File: config.mk
export PLATFORM = sky130hd
export DESIGN_NAME = rpbc_proj
export DESIGN_NICKNAME = d
export VERILOG_FILES = /design/src/design/rpbc_pkg.sv /design/src/design/rpbc_proj.sv
export SDC_FILE = /design/constraint.sdc
export NUM_CORES = 1
export LEC_CHECK = 0
export ABC_AREA = 1
export ABC_CLOCK_PERIOD_IN_PS = 13100
export BUFFER_PORTS_ARGS = -buffer_cell sky130_fd_sc_hd__clkbuf_2
export CAP_MARGIN = 40
export CORE_MARGIN = 2
export CORE_UTILIZATION = 59
export CTS_BUF_LIST = sky130_fd_sc_hd__clkbuf_16
export DETAILED_ROUTE_END_ITERATION = 12
export PLACE_DENSITY_LB_ADDON = 0.3
export SYNTH_ARGS = -nofsm -noshare
export SYNTH_HDL_FRONTEND = slang
export SYNTH_SLANG_ARGS = --single-unit
File: constraint.sdc
create_clock -name i_clk -period 13.1 [get_ports i_clk]
set_input_delay 1.31 -clock i_clk [delete_from_list [all_inputs] [get_ports i_clk]]
set_output_delay 1.31 -clock i_clk [all_outputs]
set_load 0.1 [all_outputs]
File: src/design/rpbc_pkg.sv
// Shared types and constants for the rotated projection bin counter.
// No dependencies; imported by rpbc_proj, rpbc_div and the core.
`default_nettype none

package rpbc_pkg;

    localparam int IMG_DIM  = 4096;
    localparam int MAX_BINS = 8192;

    // Field widths fixed by the request, result and configuration formats
    localparam int COL_W   = 12;
    localparam int ROW_W   = 12;
    localparam int TRIG_W  = 18;
    localparam int AMIN_W  = 30;
    localparam int BW_W    = 29;
    localparam int NBIN_W  = 14;
    localparam int CNT_W   = 25;
    localparam int SEL_W   = 13;
    localparam int CFG_W   = 30;
    localparam int CFGI_W  = 3;

    // Store geometry
    localparam int BIN_W   = $clog2(MAX_BINS);
    localparam int LIMIT_W = $clog2(MAX_BINS) + 1;

    // Projection and divider datapath
    localparam int PROJ_W  = 32;
    localparam int DIVD_W  = PROJ_W - 1;
    localparam int DEN_W   = BW_W + BIN_W - 1;

    localparam logic [CNT_W-1:0] COUNT_MAX = '1;

    localparam logic [1:0] FUNC_BIN   = 2'd0;
    localparam logic [1:0] FUNC_READ  = 2'd1;
    localparam logic [1:0] FUNC_CLEAR = 2'd2;

    localparam logic [CFGI_W-1:0] CFG_COS   = 3'd0;
    localparam logic [CFGI_W-1:0] CFG_SIN   = 3'd1;
    localparam logic [CFGI_W-1:0] CFG_AMIN  = 3'd2;
    localparam logic [CFGI_W-1:0] CFG_BW    = 3'd3;
    localparam logic [CFGI_W-1:0] CFG_NBINS = 3'd4;

    typedef struct packed {
        logic [1:0]       func;
        logic [COL_W-1:0] column;
        logic [ROW_W-1:0] row;
        logic             pixel_valid;
        logic [SEL_W-1:0] bin_select;
    } t_in_req;

    typedef struct packed {
        logic [SEL_W-1:0] bin_index;
        logic             binned;
        logic             out_of_range;
        logic [CNT_W-1:0] bin_count;
    } t_out_res;

endpackage

`default_nettype wire

File: src/design/rpbc_proj.sv
// Bit-serial projection: column*cos + row*sin, one column and row bit a cycle.
// Depends on rpbc_pkg.
`default_nettype none

module rpbc_proj (
    input  wire logic                              i_clk,
    input  wire logic                              i_rst_n,
    input  wire logic                              i_start,
    input  wire logic [rpbc_pkg::COL_W-1:0]        i_column,
    input  wire logic [rpbc_pkg::ROW_W-1:0]        i_row,
    input  wire logic signed [rpbc_pkg::TRIG_W-1:0] i_cos,
    input  wire logic signed [rpbc_pkg::TRIG_W-1:0] i_sin,
    output logic                                   o_done,
    output logic [rpbc_pkg::PROJ_W-1:0]            o_proj
);
    import rpbc_pkg::*;

    localparam int STEP_W = $clog2(COL_W);

    logic              r_busy;
    logic              r_done;
    logic [STEP_W-1:0] r_step;
    logic [COL_W-1:0]  r_col;
    logic [ROW_W-1:0]  r_row;
    logic [PROJ_W-1:0] r_cos_sh;
    logic [PROJ_W-1:0] r_sin_sh;
    logic [PROJ_W-1:0] r_acc;
    logic [PROJ_W-1:0] n_acc;

    always_comb begin
        n_acc = r_acc;
        if (r_col[0]) n_acc = n_acc + r_cos_sh;
        if (r_row[0]) n_acc = n_acc + r_sin_sh;
    end

    always_ff @(posedge i_clk) begin
        if (!i_rst_n) begin
            r_busy <= 1'b0;
            r_done <= 1'b0;
        end else begin
            r_done <= 1'b0;
            if (i_start) begin
                r_busy   <= 1'b1;
                r_step   <= '0;
                r_col    <= i_column;
                r_row    <= i_row;
                r_cos_sh <= {{(PROJ_W-TRIG_W){i_cos[TRIG_W-1]}}, i_cos};
                r_sin_sh <= {{(PROJ_W-TRIG_W){i_sin[TRIG_W-1]}}, i_sin};
                r_acc    <= '0;
            end else if (r_busy) begin
                r_acc    <= n_acc;
                r_col    <= r_col >> 1;
                r_row    <= r_row >> 1;
                r_cos_sh <= r_cos_sh << 1;
                r_sin_sh <= r_sin_sh << 1;
                r_step   <= r_step + 1'b1;
                if (r_step == STEP_W'(COL_W - 1)) begin
                    r_busy <= 1'b0;
                    r_done <= 1'b1;
                end
            end
        end
    end

    assign o_done = r_done;
    assign o_proj = r_acc;

endmodule

`default_nettype wire

## Word level (Yosys, flattened, before mapping)

Index checks and enable logic that the tools add are counted.

- $add $sub $neg: 3
- $mul: 0
- Div/mod/pow operators: 0
- Order comparisons: 0
- Equality and inequality tests: 1
- Shift operators: 0
- Mux-type cells: 16
- Bitwise gates (word level): 2
- Reduce and logical (&&, ||, !) cells: 3

Operator list:

| kind | count |
|---|---|
| $mux W32 | 7 |
| $add A32 B32 Y32 | 2 |
| $mux W12 | 4 |
| $add A4 B1 Y4 const B | 1 |
| $eq A4 B4 Y1 const B | 1 |
| $mux W1 | 4 |
| $mux W4 | 1 |
| $reduce_or A3 Y1 | 1 |
| $not A1 Y1 | 2 |
| $reduce_and A2 Y1 | 1 |
| $reduce_bool A2 Y1 | 1 |

- Flip-flop bits (word level): 126
- Latch bits: 0
- Memory bits (writable): 0
- Bits in read-only memories: 0
- Output and inout port bits: 33
- Word-level logic and storage cells: 33
- Memories kept: 0

## Logic depth before layout (Yosys ltp)

Gate-level depths: netlist of the first run.

- Word-level depth: 5
- Mapped depth: 27
- Depth with buffers taken out: 27

## Least setup slack after synthesis of the first run

Ideal clock, no wire load.

- Path type: input to register
- Start point: input i_start
- End point: register r_acc[0], in the netlist o_proj[0], enable pin
- Setup time: 0.650 ns
- Data arrival time: 7.768 ns
- Required time: 12.450 ns
- Setup slack: 4.682 ns
- Stages: 4
- Path buffers: 2
- Cells stage by stage: clkbuf_1 -> inv_1 -> clkbuf_1 -> a21oi_1

- Word-level cells in the longest chain between the ends: 2

RTL lines:

| element | RTL line | text |
|---|---|---|
| start, declared | rpbc_proj.sv:8 | `input wire logic i_start,` |
| $reduce_bool A2 Y1 (no line) | -- |  |
| $reduce_and A2 Y1 (no line) | -- |  |
| end signal, assigned | rpbc_proj.sv:51 | `r_acc <= n_acc;` |
| end, declared | rpbc_proj.sv:27 | `logic [PROJ_W-1:0] r_acc;` |

No other way between the ends.
A chain may end at the register's enable or synchronous reset.

## Final worst setup path of the first run

- Start point: register r_acc[0], in the netlist o_proj[0]
- End point: register r_acc[29], in the netlist o_proj[29] (data pin)

- Word-level cells in the longest chain between the ends: 5

RTL lines:

| element | RTL line | text |
|---|---|---|
| $add A32 B32 Y32 | rpbc_proj.sv:32 | `if (r_col[0]) n_acc = n_acc + r_cos_sh;` |
| $mux W32 * | rpbc_proj.sv:32 |  |
| $add A32 B32 Y32 | rpbc_proj.sv:33 | `if (r_row[0]) n_acc = n_acc + r_sin_sh;` |
| $mux W32 * | rpbc_proj.sv:33 |  |
| $mux W32 * | rpbc_proj.sv:50 | `end else if (r_busy) begin` |

Every way passes the cells marked *; elsewhere a longest branch is shown, timed or not. The select of a mux whose other input is x is not followed.

==> results of run 1 <==
==> power by group through the flow <==
stage               registers [mW]  logic [mW]  clock network (mW)
detailed placement           0.517       0.569                   0
finish                       0.510       0.583               0.470
floorplan                    0.581       0.373                   0
global placement             0.516       0.563                   0
global route                 0.512       0.647               0.487
CTS                          0.509       0.574               0.473
==> sequential cells by signal, indices dropped and copies added, names as in the netlist <==
register / count
r_row: 12
o_done: 1
r_busy: 1
r_sin_sh: 32
r_cos_sh: 32
r_step: 4
o_proj: 32
r_col: 12
==> routing by layer <==
| metal | share of wire (%) | up-vias |
|---|---|---|
| li1 | - | 4818 |
| met1 | 46 | 4339 |
| met2 | 45 | 371 |
| met3 | 6.5 | 61 |
| met4 | 2.6 | 0 |
| met5 | 0 | - |
==> cells in the final DEF, fill, tap and decap left out, types with 36 or more instances in the layout <==
| master | n |
|---|---|
| nor2_1 | 106 |
| edfxtp_1 | 124 |
| clkbuf_2 | 95 |
| a21oi_1 | 68 |
| o21ai_0 | 36 |
| nand3_1 | 89 |
| inv_1 | 181 |
| ha_1 | 68 |
| nand2_1 | 610 |
==> layout make-up <==
cell class / instances / area share, %
flip-flops and latches: 126 / 33.31
multi-input cells: 1099 / 48.11
well taps: 220 / 2.436
clock buffers: 17 / 3.765
inverters: 183 / 6.091
repair buffers: 103 / 4.983
clock inverters: 15 / 1.307
==> path summary, 6_finish.rpt <==
kind                                         startpoint                       end  slack [ps]
worst max register to register  o_proj[0]$_SDFFCE_PP0P_  o_proj[29]$_SDFFCE_PP0P_        9080
worst min register to register        r_busy$_SDFF_PN0_         o_done$_SDFF_PP0_         500
worst min-delay path                  r_busy$_SDFF_PN0_         o_done$_SDFF_PP0_         500
worst max-delay path            o_proj[0]$_SDFFCE_PP0P_  o_proj[29]$_SDFFCE_PP0P_        9080
==> synth_stat cells, types with 3 or more instances <==
cell / count / area, um2
nand2_1: 610 / 2290
inv_1: 181 / 679.4
edfxtp_1: 124 / 3724
nor2_1: 106 / 397.9
nand3_1: 89 / 445.4
a21oi_1: 69 / 345.3
ha_1: 68 / 850.8
o21ai_0: 36 / 180.2
clkbuf_1: 27 / 101.4
o21bai_1: 17 / 127.6
xor2_1: 17 / 148.9
nand2_2: 12 / 75.07
nor3_1: 12 / 60.06
nand4_1: 10 / 62.56
xnor2_1: 10 / 87.58
nand3b_1: 8 / 60.06
a21o_1: 5 / 37.54
a21oi_2: 3 / 26.28
buf_1: 3 / 11.26
buf_2: 3 / 15.01
nor2_2: 3 / 18.77
o21a_1: 3 / 22.52
o21ai_2: 3 / 26.28
==> worst min-delay path: stages (launching register included) <==
cell	delay, ps
dfxtp_1	290
inv_1	100
nor4_1	60
==> kinds of logic after synthesis <==
logic type	share of synthesized area, %
flip-flops	37.60
AO/OA/AOI/OAI	8.263
XOR/XNOR	2.362
adder cells (fa/ha/maj)	8.900
AND/OR/NAND/NOR	34.66
buffers and inverters	8.212
==> metrics by stage <==
| stage | instance area, um2 | worst slack (ps) | std cells | utilization [%] |
|---|---|---|---|---|
| final | 11300 | 9079 | 1763 | 68.13 |
| after detailed placement | 10730 | 9081 | 1731 | 64.67 |
| after floorplan | 10010 | 4682 | 1442 | - |
| after global placement | 10680 | 9014 | 1729 | 64.42 |
| after CTS | 11300 | 9215 | 1763 | 68.13 |
| after global routing | 11300 | 8876 | 1763 | 68.13 |
==> summary.txt, run 1 <==
Status
  – Status: finished, final reports clean

Clock tree
  – H-tree depth: 4
  – Root Buffer: clkbuf_16
  – CTS tree: yes
  – Clk slew on worst S/H paths: approximately 60 ps
  – Setup Fix Bufs, Post-CTS: 0
  – Worst skew pair latency: 430 ps
  – Hold buffer count at CTS: 0
  – Total clock sinks: 126
  – Post-cts resize count: 0
  – CTS buffer count: 17
  – CTS max path bufs: 2

Setup path
  – CP arrival: 4200 ps
  – CP endpoint kind: flop
  – Worst reg2reg path depth: 23
  – Crit path kind: flop to flop
  – Crit-path max cell delay: between 400 and 500 ps
  – Slowest stage cell, crit path: o21ai_0
  – Delay-heaviest family, CP: simple AND/OR/NAND/NOR gates
  – Worst EP required: 13280 ps
  – CP Max Fanout: 5
  – Cell mode on critical path: nand2_1
  – Cell Chain, Critical Path: ha_1 -> fa_1 -> nand2_2 -> a21oi_2 -> nand2_1 -> nand2_2 -> xnor2_1 -> o21ai_0 -> ha_1 -> nand2_1 -> inv_1 -> a21oi_1 -> nor2_1 -> nor2_1 -> nand2_1 -> nand2_1 -> nand2_1 -> nand2_1 -> nand3_1 -> nand2_1 -> inv_1 -> nand2_1 -> inv_1
  – WP buf/inv: 3
  – Startpoint types: flop
  – Levels on crit path: 23

Pwr
  – Internal power: 0.9425 mW
  – Peak VDD IR: 111.5 uV
  – Power, Total: 1.562 mW
  – P per Cell Area: roughly 140 nW/um2
  – NetSw: about 0.62 mW
  – Comb pwr share: about 37%
  – Sequential share of power: 32.6%
  – Pleak: around 5.9 nW
  – Clock network power share: 30.1%
  – Switch share: 39.67%

GRT
  – Vias in the first global route: 9075
  – GR peak layer: met2
  – GR Overflow Total: 0
  – Overall Global Routing Usage: 30.81%
  – First-pass GRT wire length: between 40 and 50 mm
  – Met3 usage: 4.346%
  – Pin count of the biggest net entering global routing: 74
  – Initial antenna violation count: 0
  – Met1 Resource Use GR: 43.13%
  – Met2 Track Usage GR: 48.75%

Routing
  – Vias per cell: 5.439
  – Antenna-violating nets left: 0
  – DR pass1 iterations: 6
  – WL per Instance: 15.35 um
  – Initial DRC count: 901
  – Via Count: 9589
  – # DRC: 0
  – WL final: 27.06 mm

Synth
  – Mean Syn Cell Area: approximately 6.9 um2
  – Post-synth cell types: 41
  – Synth Register Bits: 126
  – Post-Syn Area: ~10000 um2
  – Post-Syn Instances: 1442
  – Post-synthesis sequential area ratio: a little under two fifths
  – Synth Warn #: 0
  – Number of synthesized flops with an enable pin: 124
  – Post-synthesis async set-or-reset flop share: 0%
  – Syn nets: 1575
  – Top FF cell, synth: edfxtp_1

STA
  – Fin. max-slew vios: 0
  – Setup Total Neg Slack: 0 ps
  – Layout Skew: 11.30 ps
  – Rel. slew slack: roughly two fifths
  – Slew @ Worst Pin: 929.5 ps
  – Final hold viol count: 0
  – Fmax: 248.7 MHz
  – Final min period: 4021 ps
  – Worst hold slack: ~500 ps
  – # setup viols final: 0
  – RSZ-0062 raised after global routing: false
  – Fin crit share: 30.70%

Place
  – DP HPWL: 20.43 mm
  – # port buffers: 95
  – GPL Wtd Cong: ~1

Die
  – Die footprint: 18020 um2
  – Die Span Y: around 130 um
  – Row count: 47
  – Die W: 134.3 um
  – Initial Util: ~60%
  – Ports: 96
  – Core ar.: about 17000 um2

Run
  – Max_cap viols: 0

Min path
  – Min-Delay Path Depth: 2
  – Worst min-delay path class: flop to flop

Finish
  – Layout cells sized above 1: around a tenth
  – Nets: 1663
  – ANT cells: 0
  – P&R area growth vs syn: 12.87%
  – # fillers: 1527
  – Combined area of the multi-input logic cells: about 5400 um2
  – FF+latch area: 3764 um2
Note: power is estimated with default switching activity, not from simulation.
==> run 2: changes to the inputs <==
ABC_CLOCK_PERIOD_IN_PS = 3400   (was 13100)
CORE_UTILIZATION = 55   (was 59)
clock period = 3.4 ns   (was 13.1 ns; I/O delays follow)
==> run 2 against run 1 <==
The run now ends with negative setup slack left. Sequential power increased to 3.9 times the previous value. Clock skew about the same. Largest power group unchanged. Fmax rose by 7.2%. Critical path depth is 1 lower. Critical path type unchanged. Sequential share of layout area decreased by 6.6 points. Count of clock-buffer cells in the layout is the same. Clock power rose to 4.0 times the previous value. Utilization increased by 11 points. Die area increased by 7.1%. Flip-flop and latch count stayed put. Global-route usage up 1.3 points. Non-clock buffer count up 183.
==> summary.txt, run 2 (same netlist as run 1, synthesis figures left out) <==
Status
  – Status: complete, but fails checks
  – Failing checks: negative setup slack

Routing
  – Vias per cell: 5.580 (+2.6%)
  – Antenna-violating nets left: 0 (unchanged)
  – DR pass1 iterations: 5 (-1)
  – WL final: 33.58 mm (+24%)
  – Initial DRC count: 1108 (+23%)
  – Via Count: 10909 (+14%)
  – WL per Instance: 17.18 um (+12%)
  – # DRC: 0 (unchanged)

STA
  – Final hold viol count: 0 (unchanged)
  – Slew @ Worst Pin: 740.4 ps (-189.1 ps)
  – Worst hold slack: 161.1 ps (-341.1 ps)
  – PnR worst setup slack: -349.7 ps (-9428 ps)
  – Setup Total Neg Slack: -4274 ps (-4274 ps)
  – Fmax: 266.7 MHz (+7.2%)
  – Fin. max-slew vios: 0 (unchanged)
  – Fin crit share: 110.3% (+80 points)
  – RSZ-0062 raised after global routing: true
  – Final min period: 3750 ps (-271.7 ps)
  – # setup viols final: 23 (+23)
  – Rel. slew slack: 50.64% (+13 points)
  – Layout Skew: 11.63 ps (+0.3250 ps)

Die
  – Core ar.: 17900 um2 (+8.0%)
  – Initial Util: 55.91% (-4.4 points)
  – Ports: 96 (unchanged)
  – Row count: 49 (+4.3%)
  – Die W: 138.9 um (+3.5%)
  – Die Span Y: 138.9 um (+3.5%)
  – Die footprint: 19290 um2 (+7.1%)

Pwr
  – Pleak: 7.007 nW (+18%)
  – P per Cell Area: 519.3 nW/um2 (+280%)
  – Power, Total: 7.312 mW (+370%)
  – Peak VDD IR: 440.4 uV (+290%)

Setup path
  – CP arrival: 3940 ps (-260 ps)
  – CP Max Fanout: 3 (-2)
  – R2R Setup Slk: -350 ps (-9430 ps)
  – Reg2reg end: o_proj[18]$_SDFFCE_PP0P_
  – Worst EP required: 3590 ps (-9690 ps)
  – Worst reg2reg path depth: 22 (-4.3%)
  – Crit path kind: flop to flop
  – CP endpoint kind: flop
  – Startpoint types: flop
  – R2r startpoint: o_proj[5]$_SDFFCE_PP0P_

Min path
  – Hold Path Sink: r_cos_sh[0]$_SDFFCE_PN0P_
  – Min-Delay Path Depth: 3 (+1)
  – Hold path startpoint: i_cos[0]
  – Worst min-delay path class: primary input to flop

GRT
  – First-pass GRT wire length: 49.45 mm (+13%)
  – Met1 Resource Use GR: 42.95% (-0.18 points)
  – Initial antenna violation count: 0 (unchanged)
  – GR peak layer: met2
  – Overall Global Routing Usage: 32.11% (+1.3 points)
  – Met3 usage: 6.492% (+2.1 points)
  – Vias in the first global route: 10064 (+11%)
  – Met2 Track Usage GR: 52.01% (+3.3 points)
  – Pin count of the biggest net entering global routing: 112 (+51%)
  – GR Overflow Total: 0 (unchanged)

Clock tree
  – Hold buffer count at CTS: 0 (unchanged)
  – Total clock sinks: 126 (unchanged)
  – Worst skew pair latency: 440 ps (about the same)
  – H-tree depth: 4 (unchanged)
  – Root Buffer: clkbuf_16
  – CTS buffer count: 17 (unchanged)
  – CTS max path bufs: 2 (unchanged)
  – CTS tree: yes
  – Clk slew on worst S/H paths: 60 ps (about the same)

Place
  – Worst slack at placement: -235.0 ps (-9316 ps)
  – Placed insts: 1882 (+8.7%)
  – # port buffers: 95 (unchanged)
  – GPL Wtd Cong: 0.9601 (-2.3%)
  – DP HPWL: 22.19 mm (+8.6%)
  – Placed cell areas: 12220 um2 (+14%)

Finish
  – # fillers: 1206 (-21%)
  – Combined area of the multi-input logic cells: 6749 um2 (+24%)
  – Fin area: 14080 um2 (+25%)
  – Layout cells sized above 1: 33.66% (+23 points)
  – Most frequent cells in the layout: nand2_1 (538), buf_4 (178), inv_1 (168)
  – Non-Filler Instances: 1955 (+11%)
  – ANT cells: 0 (unchanged)
  – Fin util: 78.66% (+11 points)
  – P&R area growth vs syn: 40.69%
  – FF+latch area: 3764 um2 (unchanged)
  – Nets: 1846 (+11%)
  – Commonest non-fill, non-tap cell in the layout: nand2_1

Run
  – Max_cap viols: 0 (unchanged)
==> run 2: cell types whose count changed in the layout (fill, tap and decap cells not counted), moves of 26 or more <==
cell,delta
nand2_2,+58
ha_4,+39
a21oi_1,-33
a21oi_2,+26
buf_4,+172
nor2_1,-28
ha_1,-42
nand2_1,-72
==> run 2: metal layers <==
| metal | vias to the layer above | wire, um |
|---|---|---|
| li1 | 5168 | - |
| met1 | 5002 | 13650 |
| met2 | 600 | 15600 |
| met3 | 139 | 2904 |
| met4 | 0 | 1434 |
| met5 | - | 0 |
==> run 2: area by class of cell <==
cell class,instances,share of cell area (%)
clock inverters,15,1.137
multi-input cells,1099,47.93
repair buffers,286,14.27
well taps,229,2.035
inverters,183,4.887
flip-flops and latches,126,26.73
clock buffers,17,3.021
==> run 2: critical path, stage by stage, from the launching register on <==
cell	delay [ps]
edfxtp_1	470
ha_4	280
nand2_2	100
inv_1	70
a21oi_1	260
nand2_2	130
nand2_1	110
nand2_2	110
xnor2_1	160
o21ai_2	230
ha_1	350
a21oi_2	230
o21a_1	200
nand2_2	90
buf_4	130
inv_1	70
nand3_1	80
nand2_1	90
nand3_2	80
nand2_1	100
inv_1	50
nand2_1	80
inv_2	40
==> run 2: worst max-delay path by stage <==
stage	start	end	depth (start not counted)
finish	o_proj[5]$_SDFFCE_PP0P_	o_proj[18]$_SDFFCE_PP0P_	22
global route	r_cos_sh[11]$_DFFE_PP_	o_proj[31]$_SDFFCE_PP0P_	22
CTS	o_proj[0]$_SDFFCE_PP0P_	o_proj[31]$_SDFFCE_PP0P_	26
detailed placement	r_cos_sh[0]$_SDFFCE_PN0P_	o_proj[25]$_SDFFCE_PP0P_	24
global placement	o_proj[12]$_SDFFCE_PP0P_	o_proj[25]$_SDFFCE_PP0P_	23
floorplan	o_proj[0]$_SDFFCE_PP0P_	o_proj[27]$_SDFFCE_PP0P_	25
==> run 2: report_power, final <==
group	internal [mW]	switching, mW
Sequential	1.87	0.107
Combinational	1.38	2.09
Clock	1.09	0.780
==> run 2: timing repair <==
| item | 4_1_cts | 5_1_grt |
|---|---|---|
| gates resized for setup | 100 | 119 |
| pin swaps | 44 | 77 |
| setup endpoints to repair | 23 | 25 |
| buffers inserted | 24 | 19 |
==> run 3: changes to the inputs <==
ABC_AREA = default   (was 1)
ABC_CLOCK_PERIOD_IN_PS = 4670   (was 3400)
CORE_UTILIZATION = 59   (was 55)
clock period = 4.67 ns   (was 3.4 ns; I/O delays follow)
==> run 3 against run 2 <==
The run still ends with negative setup slack left. Count of clock-buffer cells in the layout is the same. Total power shrank 31%. Utilization shrank 1.3 points. Critical path depth shrank 2.
==> summary.txt, run 3 <==
Clock tree
  – Total clock sinks: 126 (unchanged)
  – CTS buffer count: 17 (unchanged)
  – CTS max path bufs: 2 (unchanged)
  – H-tree depth: 4 (unchanged)
  – Root Buffer: clkbuf_16
  – CTS tree: yes
  – Clk slew on worst S/H paths: 60 ps (about the same)
  – Worst skew pair latency: 430 ps (about the same)

Setup path
  – Reg2reg end: o_proj[31]$_SDFFCE_PP0P_
  – CP endpoint kind: flop
  – CP Max Fanout: 4 (+1)
  – Worst EP required: 4850 ps (+1260 ps)
  – Crit path kind: flop to flop
  – Startpoint types: flop
  – R2R Setup Slk: -470 ps (-120 ps)
  – Worst reg2reg path depth: 20 (-9.1%)
  – CP arrival: 5310 ps (+1370 ps)
  – R2r startpoint: r_cos_sh[1]$_DFFE_PP_

Place
  – Placed cell areas: 10620 um2 (-13%)
  – # port buffers: 95 (unchanged)
  – DP HPWL: 16.51 mm (-26%)
  – Worst slack at placement: -470.7 ps (-235.8 ps)
  – GPL Wtd Cong: 0.9074 (-5.5%)
  – Placed insts: 1229 (-35%)

Finish
  – # fillers: 1012 (-16%)
  – ANT cells: 0 (unchanged)
  – Most frequent cells in the layout: buf_4 (138), edfxtp_1 (124), clkbuf_2 (94)
  – P&R area growth vs syn: 29.77%
  – Fin area: 11630 um2 (-17%)
  – Non-Filler Instances: 1277 (-35%)
  – FF+latch area: 3764 um2 (unchanged)
  – Commonest non-fill, non-tap cell in the layout: buf_4
  – Combined area of the multi-input logic cells: 5286 um2 (-22%)
  – Layout cells sized above 1: 37.65% (+4.0 points)
  – Fin util: 77.35% (-1.3 points)
  – Nets: 1209 (-35%)

Synth
  – Ranking of synthesized cells by area: edfxtp_1 (42%), ha_1 (9.5%), mux2_2 (9.3%)
  – Post-synthesis sequential area ratio: 42.01% (+4.4 points)
  – Post-Syn Area: 8960 um2 (-10%)
  – Synth Register Bits: 126 (unchanged)
  – Post-Syn Instances: 854 (-41%)
  – Number of synthesized flops with an enable pin: 124 (unchanged)
  – Synth Warn #: 0 (unchanged)
  – Mean Syn Cell Area: 10.49 um2 (+51%)
  – Syn nets: 987 (-37%)
  – List of most frequent post-synthesis cells: edfxtp_1 (124), mux2_2 (74), a21oi_1 (69)
  – Post-synth top area cell: edfxtp_1
  – Post-synth cell types: 76 (+85%)
  – Top-count cell post-synth: edfxtp_1
  – Top FF cell, synth: edfxtp_1
  – Post-synthesis async set-or-reset flop share: 0% (unchanged)
  – Synth top area share: 41.56% (+4.4 points)

STA
  – Final min period: 5136 ps (+1386 ps)
  – RSZ-0062 raised after global routing: true
  – Fmax: 194.7 MHz (-27%)
  – PnR worst setup slack: -466.2 ps (-116.5 ps)
  – # setup viols final: 4 (-83%)
  – Rel. slew slack: 46.88% (-3.8 points)
  – Fin crit share: 110.0% (-0.30 points)
  – Layout Skew: 10.29 ps (-1.332 ps)
  – Fin. max-slew vios: 0 (unchanged)
  – Final hold viol count: 0 (unchanged)
  – Slew @ Worst Pin: 796.9 ps (+56.45 ps)

GRT
  – Initial antenna violation count: 0 (unchanged)
  – First-pass GRT wire length: 36.20 mm (-27%)
  – Vias in the first global route: 7199 (-28%)
  – Pin count of the biggest net entering global routing: 69 (-38%)
  – Overall Global Routing Usage: 28.57% (-3.5 points)
  – GR Overflow Total: 0 (unchanged)

Routing
  – DR pass1 iterations: 5 (unchanged)
  – Initial DRC count: 764 (-31%)
  – WL per Instance: 18.11 um (+5.5%)
  – WL final: 23.13 mm (-31%)
  – Antenna-violating nets left: 0 (unchanged)
  – Vias per cell: 5.912 (+6.0%)
  – Via Count: 7550 (-31%)
  – # DRC: 0 (unchanged)

Run
  – Max_cap viols: 0 (unchanged)

Min path
  – Hold path startpoint: i_sin[0]
  – Worst min-delay path class: primary input to flop
  – Min-Delay Path Depth: 2 (-1)
  – Hold Path Sink: r_sin_sh[0]$_SDFFCE_PN0P_

Status
  – Failing checks: negative setup slack
  – Status: complete, but fails checks

Die
  – Initial Util: 59.60% (+3.7 points)
  – Die W: 127.2 um (-8.4%)
  – Die footprint: 16190 um2 (-16%)
  – Core ar.: 15030 um2 (-16%)
  – Ports: 96 (unchanged)
  – Row count: 45 (-8.2%)
  – Die Span Y: 127.2 um (-8.4%)

Pwr
  – Pleak: 4.983 nW (-29%)
  – Peak VDD IR: 284.2 uV (-35%)
  – P per Cell Area: 432.0 nW/um2 (-17%)
[run 3: cell type report]
| class | instances | area share, % |
|---|---|---|
| multi-input cells | 646 | 45.46 |
| flip-flops and latches | 126 | 32.37 |
| clock buffers | 17 | 3.659 |
| well taps | 188 | 2.023 |
| inverters | 48 | 1.550 |
| repair buffers | 237 | 13.59 |
| clock inverters | 15 | 1.345 |
[run 3: cell families after synthesis]
logic type,synth area share (%)
AND/OR/NAND/NOR,11.30
AO/OA/AOI/OAI,18.48
flip-flops,42.01
XOR/XNOR,4.497
buffers and inverters,3.854
multiplexers,9.929
adder cells (fa/ha/maj),9.943
[run 3: report_power, final]
group	leakage (nW)	internal [mW]	total (mW)	switching, mW
Clock	0.277	0.825	1.32	0.490
Combinational	3.50	0.992	2.27	1.28
Sequential	1.21	1.37	1.44	0.0650
[run 3: metrics by stage]
stage / TNS, ps / power, mW / hold WS [ps]
after floorplan: -1865 / 2.854 / 454.1
after global placement: -539.0 / 3.438 / 507.0
final: -809.3 / 5.023 / 324.1
after detailed placement: -746.1 / 3.485 / 506.7
after global routing: -2073 / 5.255 / 319.5
after CTS: -424.5 / 4.834 / 309.0
[run 3: what timing repair did]
action                                  4_1_cts  5_1_grt
pin swaps                                    14       44
setup buffers                                 5       11
endpoints found under the setup margin        7       12
gates resized for setup                      10       53
hold buffers                                  0        0
[run 3: routing by layer]
layer	global-route usage, %	share of wire (%)	vias up
met1	40.69	46	3552
li1	-	-	3680
met5	0	0	-
met3	5.653	6.3	37
met2	44.31	45	281
met4	9.179	2.0	0
[run 3: worst max path at each step]
stage / start / end / slack [ps] / cells after the start
global route: r_cos_sh[1]$_DFFE_PP_ / o_proj[31]$_SDFFCE_PP0P_ / -610 / 20
finish: r_cos_sh[1]$_DFFE_PP_ / o_proj[31]$_SDFFCE_PP0P_ / -470 / 20
floorplan: o_proj[0]$_SDFFCE_PP0P_ / o_proj[31]$_SDFFCE_PP0P_ / -890 / 21
detailed placement: r_cos_sh[0]$_SDFFCE_PN0P_ / o_proj[31]$_SDFFCE_PP0P_ / -470 / 19
CTS: o_proj[0]$_SDFFCE_PP0P_ / o_proj[31]$_SDFFCE_PP0P_ / -340 / 20
global placement: r_cos_sh[0]$_SDFFCE_PN0P_ / o_proj[31]$_SDFFCE_PP0P_ / -350 / 19
[run 3: worst max-delay path: stages (launching register included)]
cell and delay, ps:
edfxtp_1 440, buf_6 150, fa_2 420, a21oi_2 180, o211a_1 210, nor4_4 70, o31ai_2 310, o21ai_2 120
a31oi_1 190, xnor2_1 90, mux2_4 290, ha_4 290, nand4_1 200, nor4_4 330, buf_4 170, a31oi_4 90
a211oi_2 400, nor3_2 80, or4_4 430, and3_4 190, mux2_4 250
